==> src/rtl/ihc_pkg.sv <==
package ihc_pkg;

	// Field widths
	localparam int LUMA_W = 8;
	localparam int TIME_W = 48;
	localparam int MODE_W = 2;
	localparam int DELAY_MS_W = 16;
	localparam int CFG_DATA_W = 16;
	localparam int CFG_INDEX_W = 3;
	// 65535 ms * 1000 fits in 26 bits
	localparam int DELAY_US_W = 26;
	localparam int US_PER_MS_W = 10;

	localparam logic [US_PER_MS_W-1:0] US_PER_MS = US_PER_MS_W'(1000);

	// Register indexes
	localparam logic [CFG_INDEX_W-1:0] REG_MODE = 3'd0;
	localparam logic [CFG_INDEX_W-1:0] REG_DARK_THRESHOLD = 3'd1;
	localparam logic [CFG_INDEX_W-1:0] REG_BRIGHT_THRESHOLD = 3'd2;
	localparam logic [CFG_INDEX_W-1:0] REG_ON_DELAY_MS = 3'd3;
	localparam logic [CFG_INDEX_W-1:0] REG_OFF_DELAY_MS = 3'd4;

	// Mode codes; the fourth code holds the lamp as it is
	localparam logic [MODE_W-1:0] MODE_AUTO = 2'd0;
	localparam logic [MODE_W-1:0] MODE_FORCE_ON = 2'd1;
	localparam logic [MODE_W-1:0] MODE_FORCE_OFF = 2'd2;
	localparam logic [MODE_W-1:0] MODE_HOLD = 2'd3;

	// Reset values
	localparam logic [LUMA_W-1:0] DARK_RESET = LUMA_W'(40);
	localparam logic [LUMA_W-1:0] BRIGHT_RESET = LUMA_W'(60);
	localparam logic [DELAY_US_W-1:0] ON_DELAY_US_RESET = DELAY_US_W'(3000 * 1000);
	localparam logic [DELAY_US_W-1:0] OFF_DELAY_US_RESET = DELAY_US_W'(3000 * 1000);

	// Configuration as seen by the control logic
	typedef struct packed {
		logic [MODE_W-1:0] mode;
		logic mode_wr;
		logic [LUMA_W-1:0] dark;
		logic [LUMA_W-1:0] bright;
		logic [DELAY_US_W-1:0] on_us;
		logic [DELAY_US_W-1:0] off_us;
	} cfg_t;

	// One result word
	typedef struct packed {
		logic ir_on;
		logic drive_level;
		logic switched;
		logic wait_pending;
	} res_t;

endpackage

==> src/rtl/ihc_cfg.sv <==
module ihc_cfg
	import ihc_pkg::*;
(
	input logic clk,
	input logic arst_n,
	input logic cfg_we,
	input logic [CFG_INDEX_W-1:0] cfg_index,
	input logic [CFG_DATA_W-1:0] cfg_wdata,
	output cfg_t cfg
);

	logic [MODE_W-1:0] mode_q;
	logic mode_wr_q;
	logic [LUMA_W-1:0] dark_q;
	logic [LUMA_W-1:0] bright_q;
	logic [DELAY_US_W-1:0] on_us_q;
	logic [DELAY_US_W-1:0] off_us_q;

	// Register writes; delays are kept in microseconds so the data path only adds.
	always_ff @(posedge clk or negedge arst_n) begin
		if (!arst_n) begin
			mode_q <= MODE_AUTO;
			dark_q <= DARK_RESET;
			bright_q <= BRIGHT_RESET;
			on_us_q <= ON_DELAY_US_RESET;
			off_us_q <= OFF_DELAY_US_RESET;
		end else if (cfg_we) begin
			unique case (cfg_index)
				REG_MODE: mode_q <= cfg_wdata[MODE_W-1:0];
				REG_DARK_THRESHOLD: dark_q <= cfg_wdata[LUMA_W-1:0];
				REG_BRIGHT_THRESHOLD: bright_q <= cfg_wdata[LUMA_W-1:0];
				REG_ON_DELAY_MS: on_us_q <= DELAY_US_W'(cfg_wdata[DELAY_MS_W-1:0])
					* DELAY_US_W'(US_PER_MS);
				REG_OFF_DELAY_MS: off_us_q <= DELAY_US_W'(cfg_wdata[DELAY_MS_W-1:0])
					* DELAY_US_W'(US_PER_MS);
				default: ;
			endcase
		end
	end

	// The mode strobe is registered together with the new mode value.
	always_ff @(posedge clk or negedge arst_n) begin
		if (!arst_n) begin
			mode_wr_q <= 1'b0;
		end else begin
			mode_wr_q <= cfg_we && (cfg_index == REG_MODE);
		end
	end

	assign cfg.mode = mode_q;
	assign cfg.mode_wr = mode_wr_q;
	assign cfg.dark = dark_q;
	assign cfg.bright = bright_q;
	assign cfg.on_us = on_us_q;
	assign cfg.off_us = off_us_q;

endmodule

==> config.mk <==
export PLATFORM = sky130hd
export DESIGN_NAME = ihc_cfg
export DESIGN_NICKNAME = d
export VERILOG_FILES = /design/src/rtl/ihc_pkg.sv /design/src/rtl/ihc_cfg.sv
export SDC_FILE = /design/constraint.sdc
export NUM_CORES = 1
export LEC_CHECK = 0
export ABC_AREA = 1
export BUFFER_PORTS_ARGS = -buffer_cell sky130_fd_sc_hd__buf_2
export CORE_MARGIN = 3
export CORE_UTILIZATION = 58
export DETAILED_ROUTE_END_ITERATION = 6
export PLACE_DENSITY = 0.94
export SKIP_LAST_GASP = 1
export SYNTH_ARGS = -nofsm -noshare
export SYNTH_HDL_FRONTEND = slang
export SYNTH_SLANG_ARGS = --single-unit
==> constraint.sdc <==
create_clock -name clk -period 0.8 [get_ports clk]
set_input_delay 0 -clock clk [delete_from_list [all_inputs] [get_ports clk]]
set_output_delay 0 -clock clk [all_outputs]
set_load 0.005 [all_outputs]
==> results of run 1 <==
==> layer usage <==
layer  overflow  global-route usage [%]
met1          0                   78.57
met2        181                   101.7
met3          3                   60.69
met4        110                   93.63
met5          1                   16.35
==> logic make-up after synthesis <==
family / synth area share (%)
AOI/OAI and AO/OA: 5.243
xor gates and xnor gates: 1.288
adders and majority gates: 32.05
buffers and inverters: 10.19
DFF: 30.49
other: 0.06892
and+or+nand+nor: 20.67
==> cell usage after synthesis <==
cell type,count,share of area [%]
dfstp_2,26,13
nand3b_1,13,1.8
inv_2,2,0.14
nand3_2,2,0.37
nand3_1,35,3.2
nand2_2,1,0.12
o21ai_1,4,0.37
xnor2_1,4,0.64
dfrtp_1,39,18
buf_2,2,0.18
buf_4,9,1.2
and2_1,3,0.34
o21ai_0,36,3.3
fa_1,54,20
nor3_2,1,0.18
xor2_1,4,0.64
conb_1,1,0.069
a21oi_1,14,1.3
nand4_1,2,0.23
nor2_1,23,1.6
o21bai_1,2,0.28
clkbuf_1,6,0.41
nor2_2,3,0.34
ha_1,53,12
inv_1,119,8.2
nand2_1,181,12
==> per-stage QoR <==
stage          cell area, µm²  hold WS [ns]
4_1_cts                  7889       0.08425
3_5_place_dp             6922       0.03270
3_3_place_gp             6922       0.02438
2_1_floorplan            5817       -0.2956
==> repair_timing <==
item,CTS
pin swaps,67
endpoints found under the setup margin,105
buffers inserted,39
hold endpoints to repair,65
hold buffers,1
resized for setup,119
==> run_results.csv, run 1 <==
group,metric,value,unit
logic_synthesis,syn-instance-count,639,
logic_synthesis,synth_seq_cells,65,
die,initial_core_util,60.91,%
place,place.gp.congestion,0.9656,
global_routing,gr-usage-all-layers,81.78,%
clock_tree,cts_sinks,65,
clock_tree,cts.root.buffer_cell,"clkbuf_8",
place,preCtsSetupSlack,-2.810,ns
sta,worst_endpoint_kind,"register input",
logic_synthesis,syn_avg_cell_area,8.516,µm²
place,portBuffers,86,
logic_synthesis,synth.distinct_cells,26,
sta,worst_endpoint,"on_us_q[23]$_DFFE_PN0P_/D",
status,error,"[ERROR GRT-0232] Routing congestion too high. Check the congestion heatmap in the GUI.",
place,hpwl,11150,µm
logic_synthesis,syn_area,5441,µm²
status,lastStage,"global routing",
clock_tree,htree_num_levels,3,
die,io_pins,93,
clock_tree,clk_path_buf_depth,2,
place,dp.cells,903,
die,rows,34,
die,die_x,102.9,µm
logic_synthesis,yosysSeqAreaShare,30.49,%
status,status,"stopped before the end",
clock_tree,cts_buffers,9,
global_routing,grt_overflow_total,295,
logic_synthesis,yosys_warnings,0,
global_routing,grt_max_degree,66,
die,die_height,102.9,µm
==> run 2: changes to the inputs <==
CORE_UTILIZATION = 40   (was 58)
PLACE_DENSITY = not set   (was 0.94)
PLACE_DENSITY_LB_ADDON = 0.15   (was not set)
==> run 2 against run 1 <==
  * The flow now finishes, with violations (negative setup slack)
  * Synthesized area unchanged
  * Synthesized cell count unchanged
==> run_results.csv, run 2 <==
group,metric,value,unit
routing,wl_per_cell,13.76,µm
logic_synthesis,yosysSeqAreaShare,30.49,%
die,coreArea,12980,µm²
setup_path,end_kind,"register",
setup_path,criticalPathCategory,"primary input to register",
layout,multi_input_area,4010,µm²
logic_synthesis,yosysTopAreaCell,"fa_1",
global_routing,grt_overflow_total,0,
logic_synthesis,yosys_warnings,0,
place,hpwl,10890,µm
routing,detail-route-antenna-nets,0,
global_routing,antenna_found_initial,0,
place,place.gp.congestion,0.8694,
sta,max_freq,316.4,MHz
routing,drt_iter0_drc,186,
layout,final_cell_mix,"137 x nand2_1, 120 x buf_4, 84 x inv_1",
power,switching_share,44.00,%
clock_tree,cts_tree,"done",
logic_synthesis,synth.distinct_cells,26,
logic_synthesis,syn_avg_cell_area,8.516,µm²
layout,seqCellArea,1659,µm²
logic_synthesis,synthTopCellsByCount,"181 x nand2_1, 119 x inv_1, 54 x fa_1, 53 x ha_1, 39 x dfrtp_1",
sta,skew,0,ns
power,comb_power_share,72.7,%
layout,reg.largest.list,"off_us_q x23, on_us_q x23",
min_path,hold_path_end,"on_us_q[4]",
logic_synthesis,synth_seq_cells,65,
setup_path,cp.arrival,3.44,ns
status,violations,"negative setup slack",
setup_path,reg2reg_from,"on_us_q[10]",
place,portBuffers,86,
power,power_switching,15720,µW
sta,final_max_slew_viol_count,0,
setup_path,crit_chain,"buf_8 -> clkinvlp_4 -> fa_1 -> fa_1 -> fa_1 -> fa_1 -> inv_2 -> ha_4 -> nand2_4 -> nor2_4 -> nand3_2 -> nand3_4 -> buf_6 -> nor2_2 -> nand3b_1 -> nand2_1",
layout,antenna-diode-count,0,
setup_path,reg2reg_depth,3,
layout,final_common_cell,"nand2_1",
routing,first_pass_iters,4,
clock_tree,cts_sinks,65,
setup_path,r2r_slack,-0.02,ns
routing,drcViolationCount,0,
clock_tree,path_clk_slew,0.06,ns
logic_synthesis,synth_ff_type,"dfrtp_1",
die,die_height,122.6,µm
sta,whs,0.09396,ns
layout,fill_cells,1065,
layout,finalNetCount,994,
clock_tree,clk_path_buf_depth,2,
place,dp.cells,973,
routing,num_vias,4887,
min_path,hold_path_class,"primary input to register",
setup_path,reg2reg_to,"on_us_q[10]",
status,status,"finished, violations left",
global_routing,grt_max_degree,22,
sta,rsz0062_at_grt,"yes",
clock_tree,worstSkewPairLatency,0.33,ns
power,power_density,4213,nW/µm²
global_routing,grt_pass1_wl,23720,µm
min_path,worstHoldPathCells,4,
flow_run,cap_violations,0,
sta,report.final.setup_viol,106,
logic_synthesis,ys_top_cells_by_area,"fa_1 20%, dfrtp_1 18%, dfstp_2 13%",
setup_path,cp-start-kind,"primary input",
die,die_x,122.6,µm
logic_synthesis,synth_compound_area_share,5.243,%
power,p_total,35740,µW
logic_synthesis,synth_edf_count,0,
logic_synthesis,syn_area,5441,µm²
die,die-area,15040,µm²
logic_synthesis,synth.mux.area_fraction,0,%
global_routing,grt_pass1_vias,5267,
logic_synthesis,synth-async-reset-ratio,100.0,%
setup_path,slowest_delay,0.53,ns
power,ir_drop,0.002342,V
power,p_leak,0.004359,µW
power,seqPwrFrac,15.3,%
sta,setup_ws,-2.361,ns
sta,hold_viol,0,
layout,area_growth,55.90,%
sta,finalCriticalPeriod,3.161,ns
logic_synthesis,synth_xor_area_share,1.288,%
setup_path,path_max_fanout,4,
clock_tree,cts.root.buffer_cell,"clkbuf_16",
setup_path,crit_slowest_cell,"fa_1",
min_path,holdCritStartpoint,"cfg_wdata[1]",
routing,via_per_inst,4.690,
power,p_int,20010,µW
layout,layout-drive-gt1-share,50.34,%
routing,routed_wl,14330,µm
global_routing,gr-usage-all-layers,19.92,%
logic_synthesis,synth_top_family_by_area,"adder cells",
clock_tree,cts_buffers,9,
sta,finalCritPeriodShare,395.1,%
setup_path,cpMostUsedCell,"fa_1",
die,io_pins,93,
logic_synthesis,syn-instance-count,639,
power,p_clk_share,12.0,%
die,rows,41,
layout,fin_cells,1042,
logic_synthesis,synth_top_area_share,19.87,%
logic_synthesis,synth.most_common_cell,"nand2_1",
logic_synthesis,synthAdderAreaFrac,32.05,%
logic_synthesis,synth-simple-area-share,20.67,%
setup_path,critPathRequiredTime,1.08,ns
die,initial_core_util,41.93,%
clock_tree,htree_num_levels,3,
## run 2: cell counts after synthesis
Identical to the previous run, type by type.
## run 2: through the flow
| step | util (%) | TNS, ns | area [µm²] | setup slack (ns) |
|---|---|---|---|---|
| after floorplan | - | -81.49 | 5817 | -2.399 |
| after global placement | 54.49 | -97.50 | 7072 | -2.825 |
| after detailed placement | 54.49 | -99.20 | 7072 | -2.846 |
| after CTS | 61.70 | -87.45 | 8008 | -2.367 |
| after global routing | 65.36 | -93.88 | 8483 | -2.524 |
| final | 65.36 | -86.94 | 8483 | -2.361 |
## run 2: worst max-delay path by stage
stage | start | endpoint | slack, ns
2_1_floorplan | cfg_wdata[7] | off_us_q[25] | -2.40
3_5_place_dp | cfg_wdata[4] | off_us_q[23] | -2.85
6_report | cfg_wdata[5] | on_us_q[16] | -2.36
4_1_cts | cfg_wdata[9] | off_us_q[23] | -2.37
5_1_grt | cfg_wdata[5] | on_us_q[24] | -2.52
3_3_place_gp | cfg_wdata[4] | off_us_q[23] | -2.82
## run 2: critical path, delay by kind of cell
family                     cells  cell delay, ns
and+or+nand+nor                7            0.71
buffers and inverters          4            0.39
adders and majority gates      5            2.33
## run 2: kinds of logic (layout without fill, tap and decap cells)
kind of cell,after synthesis,after routing
adder cells (fa/ha/maj),107,107
buffers and inverters,138,364
AND/OR/NAND/NOR,264,264
XOR/XNOR,8,8
other,1,6
flip-flops,65,65
AO/OA/AOI/OAI,56,56
## run 2: routing by layer
metal,vias up,track usage [%],routed length [µm]
met5,-,0,0
met4,0,6.018,269
met3,23,3.963,572
met2,102,37.58,7769
met1,2352,22.53,5721
li1,2410,-,-
## run 2: area by class of cell
type | count | area share, %
flip-flops and latches | 65 | 19.56
clock buffers | 9 | 2.655
well taps | 172 | 2.537
repair buffers | 227 | 21.03
clock inverters | 7 | 1.180
multi-input cells | 441 | 47.27
inverters | 121 | 5.767
## run 2: power groups by stage
stage	Sequential, µW	Combinational, µW	Clock [µW]
3_5_place_dp	5440	18800	0
6_report	5480	26000	4290
3_3_place_gp	5410	18700	0
4_1_cts	5400	22700	4370
2_1_floorplan	5480	12300	0
5_1_grt	5570	28600	4550
## run 2: timing repair
item / 4_1_cts / 5_1_grt
pin swaps: 44 / 39
setup endpoints to repair: 105 / 109
hold endpoints to repair: 44 / 0
setup buffers: 37 / 18
hold buffers: 1 / 0
resized for setup: 93 / 97
Note: power is estimated with default switching activity, not from simulation.
==> run 3: changes to the inputs <==
--- a/constraint.sdc
+++ b/constraint.sdc
@@ -3,2 +3,2 @@
 set_output_delay 0 -clock clk [all_outputs]
-set_load 0.005 [all_outputs]
+set_load 0.1 [all_outputs]
==> run 3 against run 2 <==
  * The flow still finishes with violations (negative setup slack)
  * Die area stayed put
  * Count of clock-buffer cells in the layout is 1 higher
  * Via count stayed put
  * Worst hold slack better by 0.0046 ns
  * Final area is 11% higher
  * Sequential share of layout area is 0.099 points higher
  * Non-clock buffer count is 23 lower
  * Fmax is 4.7% lower
  * Highest routed layer unchanged
==> run_results.csv, run 3 (synthesis results as in run 2) <==
group,metric,value,unit
global_routing,antenna_found_initial,0,
die,die-area,15040,µm²
clock_tree,clk_path_buf_depth,2,
die,die_x,122.6,µm
setup_path,criticalPathCategory,"primary input to register",
routing,wl_per_cell,14.71,µm
routing,drt_iter0_drc,158,
sta,report.final.setup_viol,112,
setup_path,endpoint,"off_us_q[25]",
layout,seqCellArea,1849,µm²
sta,max_freq,301.5,MHz
global_routing,grt_max_degree,39,
sta,skew,0,ns
setup_path,crit_slowest_cell,"fa_1",
clock_tree,cts_tree,"done",
setup_path,reg2reg_depth,3,
layout,area_growth,72.89,%
place,hpwl,11660,µm
global_routing,grt_overflow_total,0,
setup_path,cp.arrival,3.54,ns
routing,via_per_inst,4.796,
die,die_height,122.6,µm
setup_path,slowest_delay,0.57,ns
sta,hold_viol,0,
setup_path,critPathRequiredTime,1.02,ns
clock_tree,worstSkewPairLatency,0.33,ns
global_routing,grt_pass1_wl,24620,µm
routing,detail-route-antenna-nets,0,
layout,multi_input_area,4054,µm²
die,rows,41,
status,status,"finished, violations left",
setup_path,cp-start-kind,"primary input",
place,dp.cells,974,
min_path,hold_path_class,"primary input to async pin",
setup_path,end_kind,"register",
status,violations,"negative setup slack",
sta,tns,-98.59,ns
die,initial_core_util,41.93,%
global_routing,grt_pass1_vias,5271,
setup_path,startpoint,"cfg_wdata[7]",
sta,rsz0062_at_grt,"yes",
routing,routed_wl,14990,µm
clock_tree,cts_buffers,9,
setup_path,crit_chain,"buf_8 -> clkinvlp_4 -> buf_6 -> fa_2 -> fa_1 -> fa_1 -> fa_1 -> inv_2 -> ha_4 -> nand2_4 -> inv_4 -> nand2_4 -> inv_2 -> nand2_1 -> nand2_2 -> nand2_2 -> nand3_2 -> nand2_2 -> nand3_2 -> nand2_1",
setup_path,reg2reg_to,"off_us_q[6]",
layout,final_cell_mix,"131 x nand2_1, 99 x buf_4, 85 x inv_1",
clock_tree,cts.root.buffer_cell,"clkbuf_16",
sta,finalCriticalPeriod,3.316,ns
routing,first_pass_iters,4,
setup_path,r2r_slack,-0.14,ns
layout,fill_cells,934,
sta,final_max_slew_viol_count,0,
global_routing,gr-usage-all-layers,20.81,%
routing,drcViolationCount,0,
routing,num_vias,4887,
die,coreArea,12980,µm²
clock_tree,cts_sinks,65,
layout,finalNetCount,971,
clock_tree,path_clk_slew,0.06,ns
setup_path,reg2reg_from,"off_us_q[6]",
place,portBuffers,86,
layout,reg.largest.list,"off_us_q x23, on_us_q x23",
sta,whs,0.09857,ns
layout,layout-drive-gt1-share,53.36,%
layout,fin_cells,1019,
layout,final_common_cell,"nand2_1",
flow_run,cap_violations,0,
place,place.gp.congestion,0.8790,
setup_path,path_max_fanout,4,
sta,finalCritPeriodShare,414.5,%
layout,antenna-diode-count,0,
clock_tree,htree_num_levels,3,
die,io_pins,93,
sta,setup_ws,-2.516,ns
layout,fin_util,72.49,%
-- run 3: cell count changes in the layout (fill, tap and decap cells not counted), moves of 21 or more --
cell	change
buf_4	-21
buf_2	-50
dfrtp_1	-38
buf_12	+66
dfstp_4	+26
dfstp_2	-26
-- run 3: stage by stage --
step	instance area (µm²)	setup slack (ns)
floorplan	5981	-2.401
global placement	8220	-2.815
detailed placement	8220	-2.884
CTS	9034	-2.442
global route	9408	-2.679
finish	9408	-2.516
-- run 3: repair_timing --
item                                    CTS  global route
hold endpoints to repair                 47             0
pin swaps                                45            51
setup buffers                            18            16
endpoints found under the setup margin  111           112
gates cloned                              0             0
hold buffers                              1             0
resized for setup                       100            84
-- run 3: layout make-up --
cell class | count | area share (%)
Clock buffer | 10 | 2.540
Timing Repair Buffer | 204 | 26.44
Sequential cell | 65 | 19.66
Multi-Input combinational cell | 441 | 43.09
Inverter | 121 | 5.280
Clock inverter | 6 | 0.7049
Tap cell | 172 | 2.288
-- run 3: worst min path at each step --
stage | startpoint | to | slack (ns) | depth (start not counted)
floorplan | arst_n | mode_wr_q | -0.30 | 0
global placement | arst_n | dark_q[4] | -0.11 | 1
detailed placement | arst_n | dark_q[4] | -0.12 | 1
CTS | arst_n | dark_q[4] | 0.08 | 2
global route | arst_n | dark_q[4] | 0.11 | 2
finish | arst_n | dark_q[4] | 0.1 | 2
-- run 3: routing by layer --
layer | wire length [µm] | global-route usage, %
met4 | 398 | 6.508
met2 | 8330 | 39.02
met1 | 5691 | 24.33
met5 | 0 | 0
met3 | 566 | 3.088
-- run 3: worst max-delay path: cells and delay by family --
family,cells,cell delay (ns)
simple gates,9,0.65
fa+ha+maj,5,2.37
buf+inv,6,0.52
Power of run 3 is not shown: default switching activity piles up to over one toggle a cycle in this logic, so the estimate is an artifact.
==> run 4: changes to the inputs <==
REMOVE_ABC_BUFFERS = 1   (was not set)
==> run 4 against run 3 <==
  * The flow still finishes with violations (negative setup slack)
  * Worst hold slack got worse by 0.075 ns
  * Die area did not move
  * Global-route usage grew 0.89 points
  * Count of clock-buffer cells in the layout grew 1
  * Critical path type unchanged
  * Highest routed layer unchanged
==> run_results.csv, run 4 (synthesis results as in run 2) <==
group,metric,value,unit
status,status,"finished, violations left",
status,violations,"negative setup slack",
global_routing,grt_pass1_vias,5293,
sta,report.final.setup_viol,106,
place,hpwl,11200,µm
place,preCtsSetupSlack,-2.986,ns
clock_tree,htree_num_levels,3,
sta,skew,0,ns
layout,final_cell_mix,"131 x nand2_1, 103 x buf_4, 88 x inv_1",
layout,fill_cells,899,
routing,drcViolationCount,0,
die,die-area,15040,µm²
die,die_x,122.6,µm
routing,routed_wl,16060,µm
setup_path,path_buf_inv,3,
layout,reg.largest.list,"off_us_q x23, on_us_q x23",
setup_path,r2r_slack,-0.10,ns
clock_tree,path_clk_slew,0.06,ns
clock_tree,clk_path_buf_depth,2,
clock_tree,cts_tree,"done",
routing,via_per_inst,4.859,
setup_path,slowest_delay,0.58,ns
setup_path,critPathRequiredTime,1.08,ns
die,die_height,122.6,µm
setup_path,reg2reg_depth,3,
routing,wl_per_cell,15.63,µm
layout,area_growth,72.94,%
sta,hold_viol,0,
sta,tns,-94.83,ns
setup_path,path_max_fanout,4,
setup_path,cp-start-kind,"primary input",
layout,finalNetCount,979,
layout,seqCellArea,1662,µm²
setup_path,crit_family,"adder cells",
global_routing,antenna_found_initial,0,
routing,drt_iter0_drc,196,
min_path,worstHoldPathCells,4,
sta,finalCritPeriodShare,401.3,%
sta,finalCriticalPeriod,3.210,ns
routing,detail-route-antenna-nets,0,
clock_tree,cts_buffers,9,
sta,rsz0062_at_grt,"yes",
die,initial_core_util,41.93,%
sta,final_max_slew_viol_count,0,
place,place.gp.congestion,0.8189,
clock_tree,cts_sinks,65,
global_routing,gr-usage-all-layers,21.70,%
min_path,holdCritStartpoint,"cfg_index[0]",
layout,fin_cells,1027,
layout,final_common_cell,"nand2_1",
clock_tree,cts.root.buffer_cell,"clkbuf_16",
layout,multi_input_area,4169,µm²
global_routing,grt_overflow_total,0,
setup_path,reg2reg_to,"off_us_q[6]",
die,io_pins,93,
setup_path,crit_chain,"buf_12 -> inv_8 -> fa_2 -> fa_1 -> fa_1 -> fa_1 -> inv_2 -> ha_4 -> a21oi_4 -> nand2_2 -> nand2_2 -> nand3_4 -> nand2_4 -> nand2_2 -> nand2_2 -> nand3_2 -> nand2_2",
global_routing,grt_max_degree,66,
setup_path,end_kind,"register",
layout,antenna-diode-count,0,
layout,layout-drive-gt1-share,50.88,%
setup_path,criticalPathCategory,"primary input to register",
min_path,hold_path_end,"mode_wr_q",
setup_path,reg2reg_from,"off_us_q[6]",
setup_path,crit_slowest_cell,"fa_2",
place,dp.cells,969,
die,coreArea,12980,µm²
routing,num_vias,4990,
clock_tree,worstSkewPairLatency,0.33,ns
place,portBuffers,86,
flow_run,cap_violations,0,
sta,setup_ws,-2.411,ns
setup_path,cpMostUsedCell,"nand2_2",
routing,first_pass_iters,7,
global_routing,grt_pass1_wl,25430,µm
min_path,hold_path_class,"primary input to register",
sta,max_freq,311.5,MHz
die,rows,41,
setup_path,cp.arrival,3.49,ns
run 4: cell count changes in the layout (fill, tap and decap cells not counted), moves of 17 or more:
cell     delta
dfrtp_4    -18
dfstp_4    -26
dfrtp_1    +36
o21ai_0    +17
dfrtp_2    -18
dfstp_2    +26
run 4: worst max-delay path by stage:
stage	slack, ns	to	start	cells past startpoint
floorplan	-2.63	off_us_q[23]	cfg_wdata[9]	16
global placement	-2.95	on_us_q[23]	cfg_wdata[5]	16
detailed placement	-2.99	on_us_q[23]	cfg_wdata[5]	16
CTS	-2.32	on_us_q[17]	cfg_wdata[5]	19
global route	-2.54	on_us_q[20]	cfg_wdata[5]	17
finish	-2.41	on_us_q[20]	cfg_wdata[2]	17
run 4: area by class of cell:
class / count / share of cell area (%)
timing repair buffer: 212 / 27.03
sequential: 65 / 17.66
clock inverter: 5 / 0.8377
tap: 172 / 2.287
inverter: 121 / 5.305
multi-input combinational: 441 / 44.30
clock buffer: 11 / 2.579
run 4: stage by stage:
| step | hold WS, ns | utilization (%) | area (µm²) |
|---|---|---|---|
| floorplan | -0.2956 | - | 5360 |
| finish | 0.02406 | 72.51 | 9410 |
| detailed placement | 0.03959 | 58.94 | 7650 |
| global route | 0.07185 | 72.51 | 9410 |
| global placement | 0.02827 | 58.94 | 7650 |
| CTS | 0.01712 | 68.84 | 8935 |
run 4: what timing repair did:
item                                    4_1_cts  5_1_grt
gates resized for setup                     189      102
setup buffers                                27       21
endpoints found under the setup margin      105      111
pin swaps                                   105       60
hold endpoints to repair                     65        0
hold buffers                                  1        0
run 4: routing by layer:
layer  track usage, %  wire (µm)  vias to the layer above
met2            39.13       8560                      118
met1            26.26       6430                     2469
met4            7.768        473                        0
li1                 -          -                     2367
met5                0          0                        -
met3            3.318        591                       36
run 4: worst register-to-register path: stages, from the launching register on:
cell and delay [ns]:
dfstp_2 0.55, buf_4 0.11, nand2_1 0.08, o21ai_2 0.09
Power of run 4 is left out for the same reason.
