### config.mk
export PLATFORM = sky130hd
export DESIGN_NAME = ihc_ctrl
export DESIGN_NICKNAME = d
export VERILOG_FILES = /design/src/rtl/ihc_pkg.sv /design/src/rtl/ihc_ctrl.sv
export SDC_FILE = /design/constraint.sdc
export NUM_CORES = 1
export LEC_CHECK = 0
export ABC_AREA = 0
export BUFFER_PORTS_ARGS = -buffer_cell sky130_fd_sc_hd__buf_2
export CAP_MARGIN = 10
export CELL_PAD_IN_SITES_DETAIL_PLACEMENT = 1
export CELL_PAD_IN_SITES_GLOBAL_PLACEMENT = 1
export CORE_MARGIN = 2
export CORE_UTILIZATION = 44
export DETAILED_ROUTE_END_ITERATION = 10
export PLACE_DENSITY_LB_ADDON = 0.08
export SLEW_MARGIN = 20
export SYNTH_ARGS = -nofsm -noshare
export SYNTH_HDL_FRONTEND = slang
export SYNTH_SLANG_ARGS = --single-unit
export TNS_END_PERCENT = 100
### constraint.sdc
create_clock -name clk -period 13.9 [get_ports clk]
set_clock_uncertainty 0.15 [all_clocks]
set_input_delay 3.475 -clock clk [delete_from_list [all_inputs] [get_ports clk]]
set_output_delay 3.475 -clock clk [all_outputs]
set_load 0.005 [all_outputs]
### src/rtl/ihc_pkg.sv
package ihc_pkg;

	// Field widths
	localparam int LUMA_W = 8;
	localparam int TIME_W = 48;
	localparam int MODE_W = 2;
	localparam int DELAY_MS_W = 16;
	localparam int CFG_DATA_W = 16;
	localparam int CFG_INDEX_W = 3;
	// 65535 ms * 1000 fits in 26 bits
	localparam int DELAY_US_W = 26;
	localparam int US_PER_MS_W = 10;

	localparam logic [US_PER_MS_W-1:0] US_PER_MS = US_PER_MS_W'(1000);

	// Register indexes
	localparam logic [CFG_INDEX_W-1:0] REG_MODE = 3'd0;
	localparam logic [CFG_INDEX_W-1:0] REG_DARK_THRESHOLD = 3'd1;
	localparam logic [CFG_INDEX_W-1:0] REG_BRIGHT_THRESHOLD = 3'd2;
	localparam logic [CFG_INDEX_W-1:0] REG_ON_DELAY_MS = 3'd3;
	localparam logic [CFG_INDEX_W-1:0] REG_OFF_DELAY_MS = 3'd4;

	// Mode codes; the fourth code holds the lamp as it is
	localparam logic [MODE_W-1:0] MODE_AUTO = 2'd0;
	localparam logic [MODE_W-1:0] MODE_FORCE_ON = 2'd1;
	localparam logic [MODE_W-1:0] MODE_FORCE_OFF = 2'd2;
	localparam logic [MODE_W-1:0] MODE_HOLD = 2'd3;

	// Reset values
	localparam logic [LUMA_W-1:0] DARK_RESET = LUMA_W'(40);
	localparam logic [LUMA_W-1:0] BRIGHT_RESET = LUMA_W'(60);
	localparam logic [DELAY_US_W-1:0] ON_DELAY_US_RESET = DELAY_US_W'(3000 * 1000);
	localparam logic [DELAY_US_W-1:0] OFF_DELAY_US_RESET = DELAY_US_W'(3000 * 1000);

	// Configuration as seen by the control logic
	typedef struct packed {
		logic [MODE_W-1:0] mode;
		logic mode_wr;
		logic [LUMA_W-1:0] dark;
		logic [LUMA_W-1:0] bright;
		logic [DELAY_US_W-1:0] on_us;
		logic [DELAY_US_W-1:0] off_us;
	} cfg_t;

	// One result word
	typedef struct packed {
		logic ir_on;
		logic drive_level;
		logic switched;
		logic wait_pending;
	} res_t;

endpackage

### src/rtl/ihc_ctrl.sv
module ihc_ctrl
	import ihc_pkg::*;
(
	input logic clk,
	input logic arst_n,
	input cfg_t cfg,
	input logic step,
	input logic [LUMA_W-1:0] luma,
	input logic [TIME_W-1:0] time_us,
	output res_t res
);

	logic lamp_q;
	logic wait_en_q;
	logic wait_dis_q;
	logic [TIME_W-1:0] deadline_q;

	logic lamp_cur;
	logic wait_en_cur;
	logic wait_dis_cur;
	logic lamp_d;
	logic wait_en_d;
	logic wait_dis_d;
	logic [TIME_W-1:0] deadline_d;
	logic switched_d;
	logic [TIME_W-1:0] since_deadline;
	logic reached;
	logic [TIME_W-1:0] on_deadline;
	logic [TIME_W-1:0] off_deadline;

	// Wrap-aware deadline test and the two candidate deadlines.
	assign since_deadline = time_us - deadline_q;
	assign reached = !since_deadline[TIME_W-1];
	assign on_deadline = time_us + TIME_W'(cfg.on_us);
	assign off_deadline = time_us + TIME_W'(cfg.off_us);

	// A mode write still being applied is folded into the state the sample sees.
	always_comb begin
		lamp_cur = lamp_q;
		wait_en_cur = wait_en_q;
		wait_dis_cur = wait_dis_q;
		if (cfg.mode_wr) begin
			wait_en_cur = 1'b0;
			wait_dis_cur = 1'b0;
			if (cfg.mode == MODE_FORCE_ON) begin
				lamp_cur = 1'b1;
			end else if (cfg.mode == MODE_FORCE_OFF) begin
				lamp_cur = 1'b0;
			end
		end
	end

	// Hysteresis decision for one sample.
	always_comb begin
		lamp_d = lamp_cur;
		wait_en_d = wait_en_cur;
		wait_dis_d = wait_dis_cur;
		deadline_d = deadline_q;
		switched_d = 1'b0;
		if (cfg.mode == MODE_AUTO) begin
			if (!lamp_cur) begin
				if (luma < cfg.dark) begin
					if (!wait_en_cur) begin
						wait_en_d = 1'b1;
						deadline_d = on_deadline;
					end else if (reached) begin
						lamp_d = 1'b1;
						wait_en_d = 1'b0;
						switched_d = 1'b1;
					end
				end else begin
					wait_en_d = 1'b0;
				end
			end else begin
				if (luma > cfg.bright) begin
					if (!wait_dis_cur) begin
						wait_dis_d = 1'b1;
						deadline_d = off_deadline;
					end else if (reached) begin
						lamp_d = 1'b0;
						wait_dis_d = 1'b0;
						switched_d = 1'b1;
					end
				end else begin
					wait_dis_d = 1'b0;
				end
			end
		end
	end

	// Lamp state; a mode write clears the waits and applies a forced mode.
	always_ff @(posedge clk or negedge arst_n) begin
		if (!arst_n) begin
			lamp_q <= 1'b0;
			wait_en_q <= 1'b0;
			wait_dis_q <= 1'b0;
			deadline_q <= '0;
		end else if (step) begin
			lamp_q <= lamp_d;
			wait_en_q <= wait_en_d;
			wait_dis_q <= wait_dis_d;
			deadline_q <= deadline_d;
		end else if (cfg.mode_wr) begin
			lamp_q <= lamp_cur;
			wait_en_q <= wait_en_cur;
			wait_dis_q <= wait_dis_cur;
		end
	end

	assign res.ir_on = lamp_d;
	assign res.drive_level = !lamp_d;
	assign res.switched = switched_d;
	assign res.wait_pending = wait_en_d || wait_dis_d;

`ifndef SYNTHESIS
	a_one_wait: assert property (@(posedge clk) disable iff (!arst_n)
		!(wait_en_q && wait_dis_q))
		else $error("turn-on and turn-off waits armed together");
	a_wait_en_off: assert property (@(posedge clk) disable iff (!arst_n)
		wait_en_q |-> !lamp_q)
		else $error("turn-on wait armed while lamp is on");
	a_wait_dis_on: assert property (@(posedge clk) disable iff (!arst_n)
		wait_dis_q |-> lamp_q)
		else $error("turn-off wait armed while lamp is off");
	a_switch_toggles: assert property (@(posedge clk) disable iff (!arst_n)
		(step && !cfg.mode_wr && res.switched) |=> (lamp_q != $past(lamp_q)))
		else $error("switched word did not toggle the lamp");
	a_mode_clears: assert property (@(posedge clk) disable iff (!arst_n)
		(cfg.mode_wr && !step) |=> (!wait_en_q && !wait_dis_q))
		else $error("mode write left a wait armed");
`endif

endmodule
==> report_table.html, run 1 <==
<table>
<tr><th>Metric</th><th>Value</th></tr>
<tr><th colspan="2">Setup path</th></tr>
<tr><td>CP startpoint kind</td><td>input pin</td></tr>
<tr><td>Critical path class</td><td>in2out</td></tr>
<tr><td>CP Data Arrival Time</td><td>6560 ps</td></tr>
<tr><td>Top fanout value on the critical path</td><td>10</td></tr>
<tr><td>Critical path's largest stage delay</td><td>720 ps</td></tr>
<tr><td>Crit path cell chain</td><td>buf_2 &gt; ha_1 &gt; nand4_1 &gt; nor4_1 &gt; o211ai_1 &gt; a31oi_1 &gt; or3_4 &gt; o21ai_2 &gt; a2111oi_4 &gt; o2111ai_1 &gt; nand4_1 &gt; buf_2</td></tr>
<tr><td>Data required time of the critical path</td><td>10270 ps</td></tr>
<tr><td>Cell with the biggest individual delay on the critical path</td><td>nor4_1</td></tr>
<tr><td>Worst setup slack for register-to-register paths</td><td>9450 ps</td></tr>
<tr><td>Critical Path Sink Type</td><td>output pin</td></tr>
<tr><th colspan="2">Detailed routing</th></tr>
<tr><td>Number of vias in the routed layout</td><td>5343</td></tr>
<tr><td>Number of vias per cell after detailed routing</td><td>5.50</td></tr>
<tr><td>Detailed-routing iteration count for the pre-antenna-repair pass</td><td>4</td></tr>
<tr><td>Post-route antenna net violation count</td><td>0</td></tr>
<tr><td>Final routed wire length divided by cell count</td><td>15.8 um</td></tr>
<tr><td>WL final</td><td>15400 um</td></tr>
<tr><td>Number of DRC violations after detailed-routing iteration 0</td><td>179</td></tr>
<tr><td>Total DRC errors in the routed layout</td><td>0</td></tr>
<tr><th colspan="2">Place</th></tr>
<tr><td>IO Port Bufs</td><td>133</td></tr>
<tr><td>Setup WS pre-CTS</td><td>3720 ps</td></tr>
<tr><td>GPL Wtd Cong</td><td>0.873</td></tr>
<tr><td>HPWL Detailed</td><td>12300 um</td></tr>
<tr><td>Placed cell areas</td><td>6380 sq um</td></tr>
<tr><th colspan="2">Final layout</th></tr>
<tr><td>Final instance area</td><td>6550 sq um</td></tr>
<tr><td>Net count, final</td><td>1021</td></tr>
<tr><td>Synthesis-to-layout area growth</td><td>18.5%</td></tr>
<tr><td>Proportion of layout cells with a drive suffix above 1</td><td>0.226</td></tr>
<tr><td>Number of antenna diodes</td><td>0</td></tr>
<tr><th colspan="2">CTS</th></tr>
<tr><td>Root Buffer</td><td>clkbuf_16</td></tr>
<tr><td>Number of buffers added to fix hold violations after cts</td><td>0</td></tr>
<tr><td>Number of H-tree branching levels</td><td>2</td></tr>
<tr><td>Register clock-pin slew on the reported worst setup and hold paths</td><td>70 ps</td></tr>
<tr><td>Setup fix buffers added after clock tree synthesis</td><td>0</td></tr>
<tr><td>Total number of clock tree sinks</td><td>51</td></tr>
<tr><td>TritonCTS clock tree</td><td>built</td></tr>
<tr><td>Clock latency of the later-clocked register in the worst-skew pair</td><td>310 ps</td></tr>
<tr><td>Total CTS buffers</td><td>5</td></tr>
<tr><td>CTS resizes</td><td>0</td></tr>
<tr><td>CTS max path bufs</td><td>2</td></tr>
<tr><th colspan="2">Yosys</th></tr>
<tr><td>Post-synthesis area per instance</td><td>8.16 sq um</td></tr>
<tr><td>Count of mapped cells out of synthesis</td><td>678</td></tr>
<tr><td>Synth Warn #</td><td>0</td></tr>
<tr><td>Post-synth EDFFs</td><td>0</td></tr>
<tr><td>Leading cell type by number of instances after synthesis</td><td>ha_1</td></tr>
<tr><td>#FFs+latches synth</td><td>51</td></tr>
<tr><td>Post-synthesis cell area</td><td>5530 sq um</td></tr>
<tr><td>Syn Nets</td><td>896</td></tr>
<tr><td>Synth top area cells</td><td>dfrtp_1 (23%), ha_1 (20%), nand2_1 (5.7%), mux2_2 (5.5%), o21ai_1 (5.1%)</td></tr>
<tr><td>Cell taking the most area after synthesis</td><td>dfrtp_1</td></tr>
<tr><td>Commonest register cell after synthesis</td><td>dfrtp_1</td></tr>
<tr><td>FFs w/ async S/R, synth</td><td>1.00</td></tr>
<tr><td>Cell types with the highest counts after synthesis</td><td>ha_1 (87), nand2_1 (84), inv_1 (71)</td></tr>
<tr><td>Count of unique library cells instantiated by Yosys</td><td>56</td></tr>
<tr><td>Register area share after synthesis</td><td>0.231</td></tr>
<tr><td>Area share of the largest cell type after synthesis</td><td>0.231</td></tr>
<tr><th colspan="2">Die</th></tr>
<tr><td>Floorplan Core Area</td><td>12200 sq um</td></tr>
<tr><td>Number of core rows</td><td>40</td></tr>
<tr><td>Initial core utilization</td><td>0.455</td></tr>
<tr><td>Top Ports</td><td>134</td></tr>
<tr><td>Floorplan die height</td><td>116 um</td></tr>
<tr><td>Area of the die</td><td>13500 sq um</td></tr>
<tr><td>Width of the chip</td><td>116 um</td></tr>
<tr><th colspan="2">Global routing</th></tr>
<tr><td>All-layer global routing usage</td><td>0.241</td></tr>
<tr><td>Global route total overflow</td><td>0</td></tr>
<tr><td>Maximum number of pins on one net before global-route repair</td><td>76</td></tr>
<tr><td>Wire length of the first global-routing pass</td><td>26200 um</td></tr>
<tr><td>Antenna violations before repair</td><td>0</td></tr>
<tr><td>Number of global-route vias before repair</td><td>5648</td></tr>
<tr><td>Met2 global-route usage</td><td>0.440</td></tr>
<tr><td>Busiest metal layer after global routing</td><td>met2</td></tr>
<tr><td>Routing usage on met3</td><td>0.0374</td></tr>
<tr><td>Global routing usage on met1</td><td>0.302</td></tr>
<tr><th colspan="2">Status</th></tr>
<tr><td>Run status</td><td>finished, final reports clean</td></tr>
<tr><th colspan="2">Timing</th></tr>
<tr><td>Endpoints failing hold</td><td>0</td></tr>
<tr><td>Time the worst path needs with I/O delays and setup</td><td>10190 ps</td></tr>
<tr><td>Ratio of final minimum period to clock period</td><td>0.733</td></tr>
<tr><td>Final worst setup slack</td><td>3710 ps</td></tr>
<tr><td>Slew Viols, Final</td><td>0</td></tr>
<tr><td>Rel. slew slack</td><td>0.432</td></tr>
<tr><td>Least-Margin Pin Slew</td><td>849 ps</td></tr>
<tr><td>Unrepaired setup endpoints after global routing</td><td>no</td></tr>
<tr><td>Fmax achieved</td><td>98.1 MHz</td></tr>
<tr><td>Total negative slack for setup checks</td><td>0 ps</td></tr>
<tr><td>Count of final setup violators</td><td>0</td></tr>
<tr><th colspan="2">Power</th></tr>
<tr><td>Max IR drop VDD</td><td>0.0730 mV</td></tr>
<tr><td>Power density over cell area</td><td>126 nW/um^2</td></tr>
<tr><td>Overall power</td><td>823 uW</td></tr>
<tr><td>Pleak</td><td>0.00328 uW</td></tr>
<tr><th colspan="2">Hold path</th></tr>
<tr><td>Hold WC Path Type</td><td>reg2reg</td></tr>
<tr><th colspan="2">Flow run</th></tr>
<tr><td>Number of max-cap violations</td><td>0</td></tr>
</table>
==> per-layer routing <==
| layer | share of wire | up-vias |
|---|---|---|
| met5 | 0 | - |
| met4 | 0.0093 | 0 |
| met3 | 0.037 | 12 |
| met2 | 0.50 | 97 |
| met1 | 0.45 | 2572 |
| li1 | - | 2662 |
==> stage by stage <==
stage / instances / util / hold slack [ps]
6_report: 972 / 0.539 / 335
5_1_grt: 972 / 0.539 / 371
4_1_cts: 972 / 0.539 / 343
3_5_place_dp: 964 / 0.524 / 326
3_3_place_gp: 964 / 0.524 / 317
2_1_floorplan: 678 / - / 299
==> power by group <==
| part | switching [uW] | internal [uW] |
|---|---|---|
| clock | 63.8 | 90.8 |
| combinational | 241 | 184 |
| sequential | 33.1 | 211 |
| total | 338 | 486 |
==> cell usage in the layout, fill, tap and decap left out, types with 5 or more instances in the layout <==
cell type,Yosys,routed
a21o_1,16,16
nand2_1,84,84
nor3_1,10,10
o211ai_1,7,7
and2_1,5,5
o21ai_1,56,55
nand4_1,20,20
and4_1,5,5
nand2b_1,7,7
o21ai_0,12,12
ha_1,87,87
inv_1,71,71
xor2_1,28,28
and3_1,7,7
a21oi_1,38,38
nor2b_1,6,6
nor2_1,25,25
nand3_1,19,19
xnor2_1,17,17
buf_2,0,133
o31ai_1,5,5
mux2_2,27,27
clkbuf_16,0,5
dfrtp_1,51,51
==> worst max-delay path, delay by kind of cell <==
| kind | cells | cell delay, ps |
|---|---|---|
| buf+inv | 2 | 230 |
| simple gates | 4 | 1210 |
| compound gates | 5 | 1330 |
| fa+ha+maj | 1 | 310 |
==> logic make-up after synthesis <==
group	after synthesis	share of synthesized area
flops	51	0.231
buf+inv	91	0.0631
mux	30	0.0611
compound gates	172	0.197
fa+ha+maj	88	0.200
xor+xnor	45	0.0713
simple gates	201	0.177
==> path summary, 6_finish.rpt <==
kind                           startpoint        endpoint  depth (start not counted)
max in group asynchronous          arst_n  deadline_q[46]                          2
min                        deadline_q[24]  deadline_q[24]                          2
min reg2reg                deadline_q[24]  deadline_q[24]                          2
max reg2reg                        lamp_q  deadline_q[41]                         14
min in group asynchronous          arst_n      wait_dis_q                          2
max                           time_us[21]          res[0]                         12
==> registers in the layout, indices dropped and copies added (netlist names) <==
register and cells:
wait_dis_q 1, deadline_q 48, wait_en_q 1, lamp_q 1
==> cell type report <==
cell class,count,area [sq um]
multi-input cells,536,3930
repair buffers,136,688
clock buffers,6,139
well taps,168,210
fillers,1572,5610
flip-flops and latches,51,1280
clock inverters,2,38.8
inverters,73,274
(Power assumes the default switching activity.)
==> run 2, diff against run 1 <==
--- a/config.mk
+++ b/config.mk
@@ -11,7 +11,7 @@
 export CELL_PAD_IN_SITES_DETAIL_PLACEMENT = 1
 export CELL_PAD_IN_SITES_GLOBAL_PLACEMENT = 1
 export CORE_MARGIN = 2
-export CORE_UTILIZATION = 44
+export CORE_UTILIZATION = 37
 export DETAILED_ROUTE_END_ITERATION = 10
 export PLACE_DENSITY_LB_ADDON = 0.08
 export SLEW_MARGIN = 20
==> constraint.sdc (replaced) <==
create_clock -name clk -period 8.2 [get_ports clk]
set_clock_uncertainty 0.15 [all_clocks]
set_input_delay 2.05 -clock clk [delete_from_list [all_inputs] [get_ports clk]]
set_output_delay 2.05 -clock clk [all_outputs]
set_load 0.005 [all_outputs]
==> report_table.html, run 2 (same netlist as run 1, synthesis figures left out) <==
<table>
<tr><th>Metric</th><th>Value</th></tr>
<tr><th colspan="2">Final layout</th></tr>
<tr><td>Highest-count cells in the layout ignoring fill and taps</td><td>buf_2 (133), ha_1 (87), nand2_1 (84), inv_1 (71), o21ai_1 (55)</td></tr>
<tr><td>Reg with most FFs</td><td>deadline_q</td></tr>
<tr><td>Synthesis-to-layout area growth</td><td>18.6%</td></tr>
<tr><td>Number of standard cells in the final layout excluding fillers</td><td>988</td></tr>
<tr><td>Final instance area</td><td>6560 sq um</td></tr>
<tr><td>Number of antenna diodes</td><td>0</td></tr>
<tr><td>Net count, final</td><td>1021</td></tr>
<tr><td>Most frequent standard cell in the layout excluding fill and tap cells</td><td>buf_2</td></tr>
<tr><td>Number of flip-flops in the largest register</td><td>48</td></tr>
<tr><td>Proportion of layout cells with a drive suffix above 1</td><td>0.226</td></tr>
<tr><th colspan="2">Setup path</th></tr>
<tr><td>CP Depth</td><td>12</td></tr>
<tr><td>Critical path class</td><td>in2out</td></tr>
<tr><td>CP Data Arrival Time</td><td>4970 ps</td></tr>
<tr><td>CP Buf/Inv Count</td><td>2</td></tr>
<tr><td>Data required time of the critical path</td><td>6000 ps</td></tr>
<tr><td>Crit path cell chain</td><td>buf_2 &gt; ha_1 &gt; nand4_1 &gt; nor4_1 &gt; o211ai_1 &gt; a31oi_1 &gt; or3_4 &gt; o21ai_2 &gt; a2111oi_4 &gt; o2111ai_1 &gt; nand4_1 &gt; buf_2</td></tr>
<tr><td>Cell with the biggest individual delay on the critical path</td><td>nor4_1</td></tr>
<tr><td>Critical path's largest stage delay</td><td>590 ps</td></tr>
<tr><td>Launch point of the critical path</td><td>time_us[21]</td></tr>
<tr><td>Top fanout value on the critical path</td><td>10</td></tr>
<tr><td>Largest delay contributor family on the critical path</td><td>compound AO/OA/AOI/OAI gates</td></tr>
<tr><td>Critical Path Sink Type</td><td>output pin</td></tr>
<tr><td>Worst setup path endpoint</td><td>res[0]</td></tr>
<tr><td>Logic depth of the worst register-to-register path</td><td>13</td></tr>
<tr><td>End of the worst register-to-register path</td><td>deadline_q[39]</td></tr>
<tr><td>Worst setup slack for register-to-register paths</td><td>3610 ps</td></tr>
<tr><td>Critical R2R Launch</td><td>lamp_q</td></tr>
<tr><td>CP startpoint kind</td><td>input pin</td></tr>
<tr><th colspan="2">Power</th></tr>
<tr><td>Power density over cell area</td><td>208 nW/um^2</td></tr>
<tr><td>Max IR drop VDD</td><td>0.0867 mV</td></tr>
<tr><td>Pleak</td><td>0.00327 uW</td></tr>
<tr><th colspan="2">Timing</th></tr>
<tr><td>Total negative slack for setup checks</td><td>0 ps</td></tr>
<tr><td>Unrepaired setup endpoints after global routing</td><td>no</td></tr>
<tr><td>Worst hold slack</td><td>333 ps</td></tr>
<tr><td>Least-Margin Pin Slew</td><td>964 ps</td></tr>
<tr><td>Count of final setup violators</td><td>0</td></tr>
<tr><td>Fmax achieved</td><td>139 MHz</td></tr>
<tr><td>Slew Viols, Final</td><td>0</td></tr>
<tr><td>Endpoints failing hold</td><td>0</td></tr>
<tr><td>Rel. slew slack</td><td>0.355</td></tr>
<tr><td>Time the worst path needs with I/O delays and setup</td><td>7170 ps</td></tr>
<tr><td>Ratio of final minimum period to clock period</td><td>0.874</td></tr>
<tr><th colspan="2">Die</th></tr>
<tr><td>Initial core utilization</td><td>0.379</td></tr>
<tr><td>Top Ports</td><td>134</td></tr>
<tr><td>Number of core rows</td><td>44</td></tr>
<tr><td>Width of the chip</td><td>126 um</td></tr>
<tr><td>Floorplan die height</td><td>126 um</td></tr>
<tr><td>Floorplan Core Area</td><td>14600 sq um</td></tr>
<tr><td>Area of the die</td><td>15900 sq um</td></tr>
<tr><th colspan="2">CTS</th></tr>
<tr><td>Number of H-tree branching levels</td><td>2</td></tr>
<tr><td>Clock latency of the later-clocked register in the worst-skew pair</td><td>310 ps</td></tr>
<tr><td>TritonCTS clock tree</td><td>built</td></tr>
<tr><td>Number of buffers added to fix hold violations after cts</td><td>0</td></tr>
<tr><td>Root Buffer</td><td>clkbuf_16</td></tr>
<tr><td>Total CTS buffers</td><td>5</td></tr>
<tr><td>Total number of clock tree sinks</td><td>51</td></tr>
<tr><td>Setup fix buffers added after clock tree synthesis</td><td>0</td></tr>
<tr><td>Register clock-pin slew on the reported worst setup and hold paths</td><td>80 ps</td></tr>
<tr><td>CTS resizes</td><td>0</td></tr>
<tr><td>CTS max path bufs</td><td>2</td></tr>
<tr><th colspan="2">Detailed routing</th></tr>
<tr><td>Post-route antenna net violation count</td><td>0</td></tr>
<tr><td>Number of DRC violations after detailed-routing iteration 0</td><td>164</td></tr>
<tr><td>Final routed wire length divided by cell count</td><td>16.0 um</td></tr>
<tr><td>Total DRC errors in the routed layout</td><td>0</td></tr>
<tr><td>WL final</td><td>15800 um</td></tr>
<tr><td>Number of vias per cell after detailed routing</td><td>5.39</td></tr>
<tr><td>Number of vias in the routed layout</td><td>5328</td></tr>
<tr><td>Detailed-routing iteration count for the pre-antenna-repair pass</td><td>4</td></tr>
<tr><th colspan="2">Global routing</th></tr>
<tr><td>Wire length of the first global-routing pass</td><td>27000 um</td></tr>
<tr><td>Global route total overflow</td><td>0</td></tr>
<tr><td>All-layer global routing usage</td><td>0.205</td></tr>
<tr><td>Number of global-route vias before repair</td><td>5620</td></tr>
<tr><td>Antenna violations before repair</td><td>0</td></tr>
<tr><td>Maximum number of pins on one net before global-route repair</td><td>94</td></tr>
<tr><th colspan="2">Hold path</th></tr>
<tr><td>Hold Path Stages</td><td>2</td></tr>
<tr><td>Hold WC Path Type</td><td>reg2reg</td></tr>
<tr><th colspan="2">Place</th></tr>
<tr><td>HPWL Detailed</td><td>12900 um</td></tr>
<tr><td>GPL Wtd Cong</td><td>0.822</td></tr>
<tr><td>IO Port Bufs</td><td>133</td></tr>
<tr><td>Placed cell areas</td><td>6400 sq um</td></tr>
<tr><td>Placed insts</td><td>980</td></tr>
<tr><th colspan="2">Flow run</th></tr>
<tr><td>Number of max-cap violations</td><td>0</td></tr>
<tr><th colspan="2">Status</th></tr>
<tr><td>Run status</td><td>finished, final reports clean</td></tr>
</table>
[run 2: metal layers]
metal,up-vias,GRT usage,share of wire
li1,2654,-,-
met1,2558,0.271,0.47
met2,108,0.362,0.48
met3,8,0.0297,0.039
met4,0,0.0323,0.0077
met5,-,0,0
[run 2: power by group]
part	switching (uW)	internal, uW
Sequential	54.4	357
Clock	116	117
Combinational	410	313
[run 2: worst min-delay path by stage]
stage,from,endpoint,slack (ps)
after floorplan,deadline_q[4],deadline_q[4],300
after global placement,deadline_q[5],deadline_q[5],320
after detailed placement,deadline_q[4],deadline_q[4],320
after CTS,deadline_q[4],deadline_q[4],340
after global routing,deadline_q[0],deadline_q[0],360
final,deadline_q[4],deadline_q[4],330
[run 2: worst register-to-register path, delay by kind of cell (launching register included)]
kind	cells	cell delay [ps]
AOI/OAI and AO/OA	7	1670
and+or+nand+nor	3	1250
DFF	1	470
muxes	1	430
adders and majority gates	1	270
xor gates and xnor gates	1	200
[run 2: final cells by class]
cell class              instances  area [sq um]
flip-flops and latches         51          1280
clock inverters                 3          28.8
clock buffers                   5           125
well taps                     184           230
multi-input cells             536          3940
fillers                      1826          8030
inverters                      73           274
repair buffers                136           688
[run 2: metrics by stage]
stage / util / power [uW] / setup WS [ps]
2_1_floorplan: - / 925 / 1600
3_3_place_gp: 0.439 / 1100 / 981
3_5_place_dp: 0.439 / 1150 / 991
4_1_cts: 0.449 / 1390 / 985
5_1_grt: 0.449 / 1520 / 715
6_report: 0.449 / 1370 / 1030
==> run 3, diff against run 2 <==
--- a/config.mk
+++ b/config.mk
@@ -13,7 +13,8 @@
 export CORE_MARGIN = 2
 export CORE_UTILIZATION = 37
 export DETAILED_ROUTE_END_ITERATION = 10
-export PLACE_DENSITY_LB_ADDON = 0.08
+export PLACE_DENSITY = 0.84
+export RECOVER_POWER = 100
 export SLEW_MARGIN = 20
 export SYNTH_ARGS = -nofsm -noshare
 export SYNTH_HDL_FRONTEND = slang
==> report_table.html, run 3 (same netlist as run 1, synthesis figures left out) <==
<table>
<tr><th>Metric</th><th>Value</th></tr>
<tr><th colspan="2">Place</th></tr>
<tr><td>Setup WS pre-CTS</td><td>1210 ps</td></tr>
<tr><td>HPWL Detailed</td><td>12700 um</td></tr>
<tr><td>Placed insts</td><td>980</td></tr>
<tr><td>IO Port Bufs</td><td>133</td></tr>
<tr><td>GPL Wtd Cong</td><td>0.842</td></tr>
<tr><th colspan="2">Detailed routing</th></tr>
<tr><td>Number of vias in the routed layout</td><td>5263</td></tr>
<tr><td>Number of DRC violations after detailed-routing iteration 0</td><td>201</td></tr>
<tr><td>Final routed wire length divided by cell count</td><td>15.9 um</td></tr>
<tr><td>Number of vias per cell after detailed routing</td><td>5.33</td></tr>
<tr><td>WL final</td><td>15700 um</td></tr>
<tr><td>Total DRC errors in the routed layout</td><td>0</td></tr>
<tr><td>Detailed-routing iteration count for the pre-antenna-repair pass</td><td>4</td></tr>
<tr><td>Post-route antenna net violation count</td><td>0</td></tr>
<tr><th colspan="2">Die</th></tr>
<tr><td>Floorplan die height</td><td>126 um</td></tr>
<tr><td>Number of core rows</td><td>44</td></tr>
<tr><td>Initial core utilization</td><td>0.379</td></tr>
<tr><td>Floorplan Core Area</td><td>14600 sq um</td></tr>
<tr><td>Top Ports</td><td>134</td></tr>
<tr><td>Width of the chip</td><td>126 um</td></tr>
<tr><td>Area of the die</td><td>15900 sq um</td></tr>
<tr><th colspan="2">Setup path</th></tr>
<tr><td>Data required time of the critical path</td><td>6000 ps</td></tr>
<tr><td>Crit path cell chain</td><td>buf_2 &gt; ha_1 &gt; nand4_1 &gt; nor2_1 &gt; a221o_1 &gt; a211o_1 &gt; or3b_1 &gt; o21ai_0 &gt; a2111oi_4 &gt; o41ai_1 &gt; o31a_1 &gt; buf_2</td></tr>
<tr><td>Critical path's largest stage delay</td><td>460 ps</td></tr>
<tr><td>CP startpoint kind</td><td>input pin</td></tr>
<tr><td>Logic depth of the worst register-to-register path</td><td>6</td></tr>
<tr><td>End of the worst register-to-register path</td><td>deadline_q[21]</td></tr>
<tr><td>Cell with the biggest individual delay on the critical path</td><td>o41ai_1</td></tr>
<tr><td>CP Data Arrival Time</td><td>5040 ps</td></tr>
<tr><td>Critical R2R Launch</td><td>lamp_q</td></tr>
<tr><td>Worst setup slack for register-to-register paths</td><td>3320 ps</td></tr>
<tr><td>Critical path class</td><td>in2out</td></tr>
<tr><td>Worst setup path endpoint</td><td>res[3]</td></tr>
<tr><td>Top fanout value on the critical path</td><td>10</td></tr>
<tr><td>Critical Path Sink Type</td><td>output pin</td></tr>
<tr><td>Launch point of the critical path</td><td>time_us[45]</td></tr>
<tr><td>Critical Path Most Common Cell</td><td>buf_2</td></tr>
<tr><th colspan="2">Global routing</th></tr>
<tr><td>Wire length of the first global-routing pass</td><td>25700 um</td></tr>
<tr><td>All-layer global routing usage</td><td>0.194</td></tr>
<tr><td>Maximum number of pins on one net before global-route repair</td><td>94</td></tr>
<tr><td>Met2 global-route usage</td><td>0.338</td></tr>
<tr><td>Number of global-route vias before repair</td><td>5299</td></tr>
<tr><td>Global routing usage on met1</td><td>0.255</td></tr>
<tr><td>Routing usage on met3</td><td>0.0251</td></tr>
<tr><td>Busiest metal layer after global routing</td><td>met2</td></tr>
<tr><td>Antenna violations before repair</td><td>0</td></tr>
<tr><td>Global route total overflow</td><td>0</td></tr>
<tr><th colspan="2">Final layout</th></tr>
<tr><td>Reg with most FFs</td><td>deadline_q</td></tr>
<tr><td>Synthesis-to-layout area growth</td><td>18.5%</td></tr>
<tr><td>Net count, final</td><td>1021</td></tr>
<tr><td>Most frequent standard cell in the layout excluding fill and tap cells</td><td>buf_2</td></tr>
<tr><td>Highest-count cells in the layout ignoring fill and taps</td><td>buf_2 (133), ha_1 (87), nand2_1 (84), inv_1 (71), o21ai_0 (57)</td></tr>
<tr><td>Number of antenna diodes</td><td>0</td></tr>
<tr><td>Number of standard cells in the final layout excluding fillers</td><td>988</td></tr>
<tr><td>Proportion of layout cells with a drive suffix above 1</td><td>0.219</td></tr>
<tr><td>Number of flip-flops in the largest register</td><td>48</td></tr>
<tr><td>Fillers</td><td>1829</td></tr>
<tr><th colspan="2">Timing</th></tr>
<tr><td>Ratio of final minimum period to clock period</td><td>0.883</td></tr>
<tr><td>Final worst setup slack</td><td>957 ps</td></tr>
<tr><td>Least-Margin Pin Slew</td><td>3480 ps</td></tr>
<tr><td>Endpoints failing hold</td><td>0</td></tr>
<tr><td>Time the worst path needs with I/O delays and setup</td><td>7240 ps</td></tr>
<tr><td>Fmax achieved</td><td>138 MHz</td></tr>
<tr><td>Unrepaired setup endpoints after global routing</td><td>no</td></tr>
<tr><td>Rel. slew slack</td><td>-1.32</td></tr>
<tr><td>Count of final setup violators</td><td>0</td></tr>
<tr><td>Total negative slack for setup checks</td><td>0 ps</td></tr>
<tr><td>Slew Viols, Final</td><td>146</td></tr>
<tr><th colspan="2">Power</th></tr>
<tr><td>Power density over cell area</td><td>210 nW/um^2</td></tr>
<tr><td>Max IR drop VDD</td><td>0.0931 mV</td></tr>
<tr><td>Overall power</td><td>1380 uW</td></tr>
<tr><td>Pleak</td><td>0.00327 uW</td></tr>
<tr><th colspan="2">CTS</th></tr>
<tr><td>Root Buffer</td><td>clkbuf_16</td></tr>
<tr><td>CTS resizes</td><td>0</td></tr>
<tr><td>Number of buffers added to fix hold violations after cts</td><td>0</td></tr>
<tr><td>Number of H-tree branching levels</td><td>2</td></tr>
<tr><td>Setup fix buffers added after clock tree synthesis</td><td>0</td></tr>
<tr><td>Register clock-pin slew on the reported worst setup and hold paths</td><td>70 ps</td></tr>
<tr><td>Total CTS buffers</td><td>5</td></tr>
<tr><td>TritonCTS clock tree</td><td>built</td></tr>
<tr><td>CTS max path bufs</td><td>2</td></tr>
<tr><td>Clock latency of the later-clocked register in the worst-skew pair</td><td>290 ps</td></tr>
<tr><td>Total number of clock tree sinks</td><td>51</td></tr>
<tr><th colspan="2">Status</th></tr>
<tr><td>Failing checks</td><td>max-capacitance violations, max-slew violations</td></tr>
<tr><td>Run status</td><td>finished, violations left</td></tr>
<tr><th colspan="2">Flow run</th></tr>
<tr><td>Number of max-cap violations</td><td>2</td></tr>
<tr><th colspan="2">Hold path</th></tr>
<tr><td>Hold WC Path Type</td><td>reg2reg</td></tr>
</table>
[run 3: changes by cell type in the layout (fill, tap and decap cells not counted), sizes merged]
cell | before | now
buf | 136 | 134
clkbuf | 5 | 8
clkinv | 2 | 0
bufinv | 0 | 1
[run 3: worst min path at each step]
stage / cells past startpoint / start / to
final: 2 / deadline_q[42] / deadline_q[42]
after global placement: 2 / deadline_q[4] / deadline_q[4]
after global routing: 2 / deadline_q[37] / deadline_q[37]
after floorplan: 2 / deadline_q[4] / deadline_q[4]
after CTS: 2 / deadline_q[2] / deadline_q[2]
after detailed placement: 2 / deadline_q[2] / deadline_q[2]
[run 3: report_power, final]
| part | total [uW] | internal (uW) | switching (uW) |
|---|---|---|---|
| combinational | 710 | 304 | 406 |
| clock | 256 | 154 | 102 |
| sequential | 414 | 359 | 55.2 |
| total | 1380 | 816 | 564 |
[run 3: per-layer routing]
layer,part of all wire,up-vias
li1,-,2663
met1,0.46,2481
met2,0.48,103
met3,0.039,16
met4,0.014,0
met5,0,-
[run 3: cell type report]
cell class | instances | area [sq um] | area share
tap | 184 | 230 | 0.0351
timing repair buffer | 136 | 681 | 0.104
inverter | 73 | 274 | 0.0418
clock buffer | 6 | 139 | 0.0212
sequential | 51 | 1280 | 0.195
multi-input combinational | 536 | 3920 | 0.597
clock inverter | 2 | 38.8 | 0.00592
[run 3: critical path: cells and delay by family]
family          cells  cell delay (ps)
compound gates      6             1750
fa+ha+maj           1              330
buf+inv             2              240
simple gates        3              670
[run 3: metrics by stage]
step / instance area (sq um) / hold slack [ps] / utilization
2_1_floorplan: 5530 / 299 / -
3_3_place_gp: 6400 / 313 / 0.439
3_5_place_dp: 6400 / 325 / 0.439
4_1_cts: 6580 / 343 / 0.451
5_1_grt: 6560 / 357 / 0.449
6_report: 6560 / 331 / 0.449
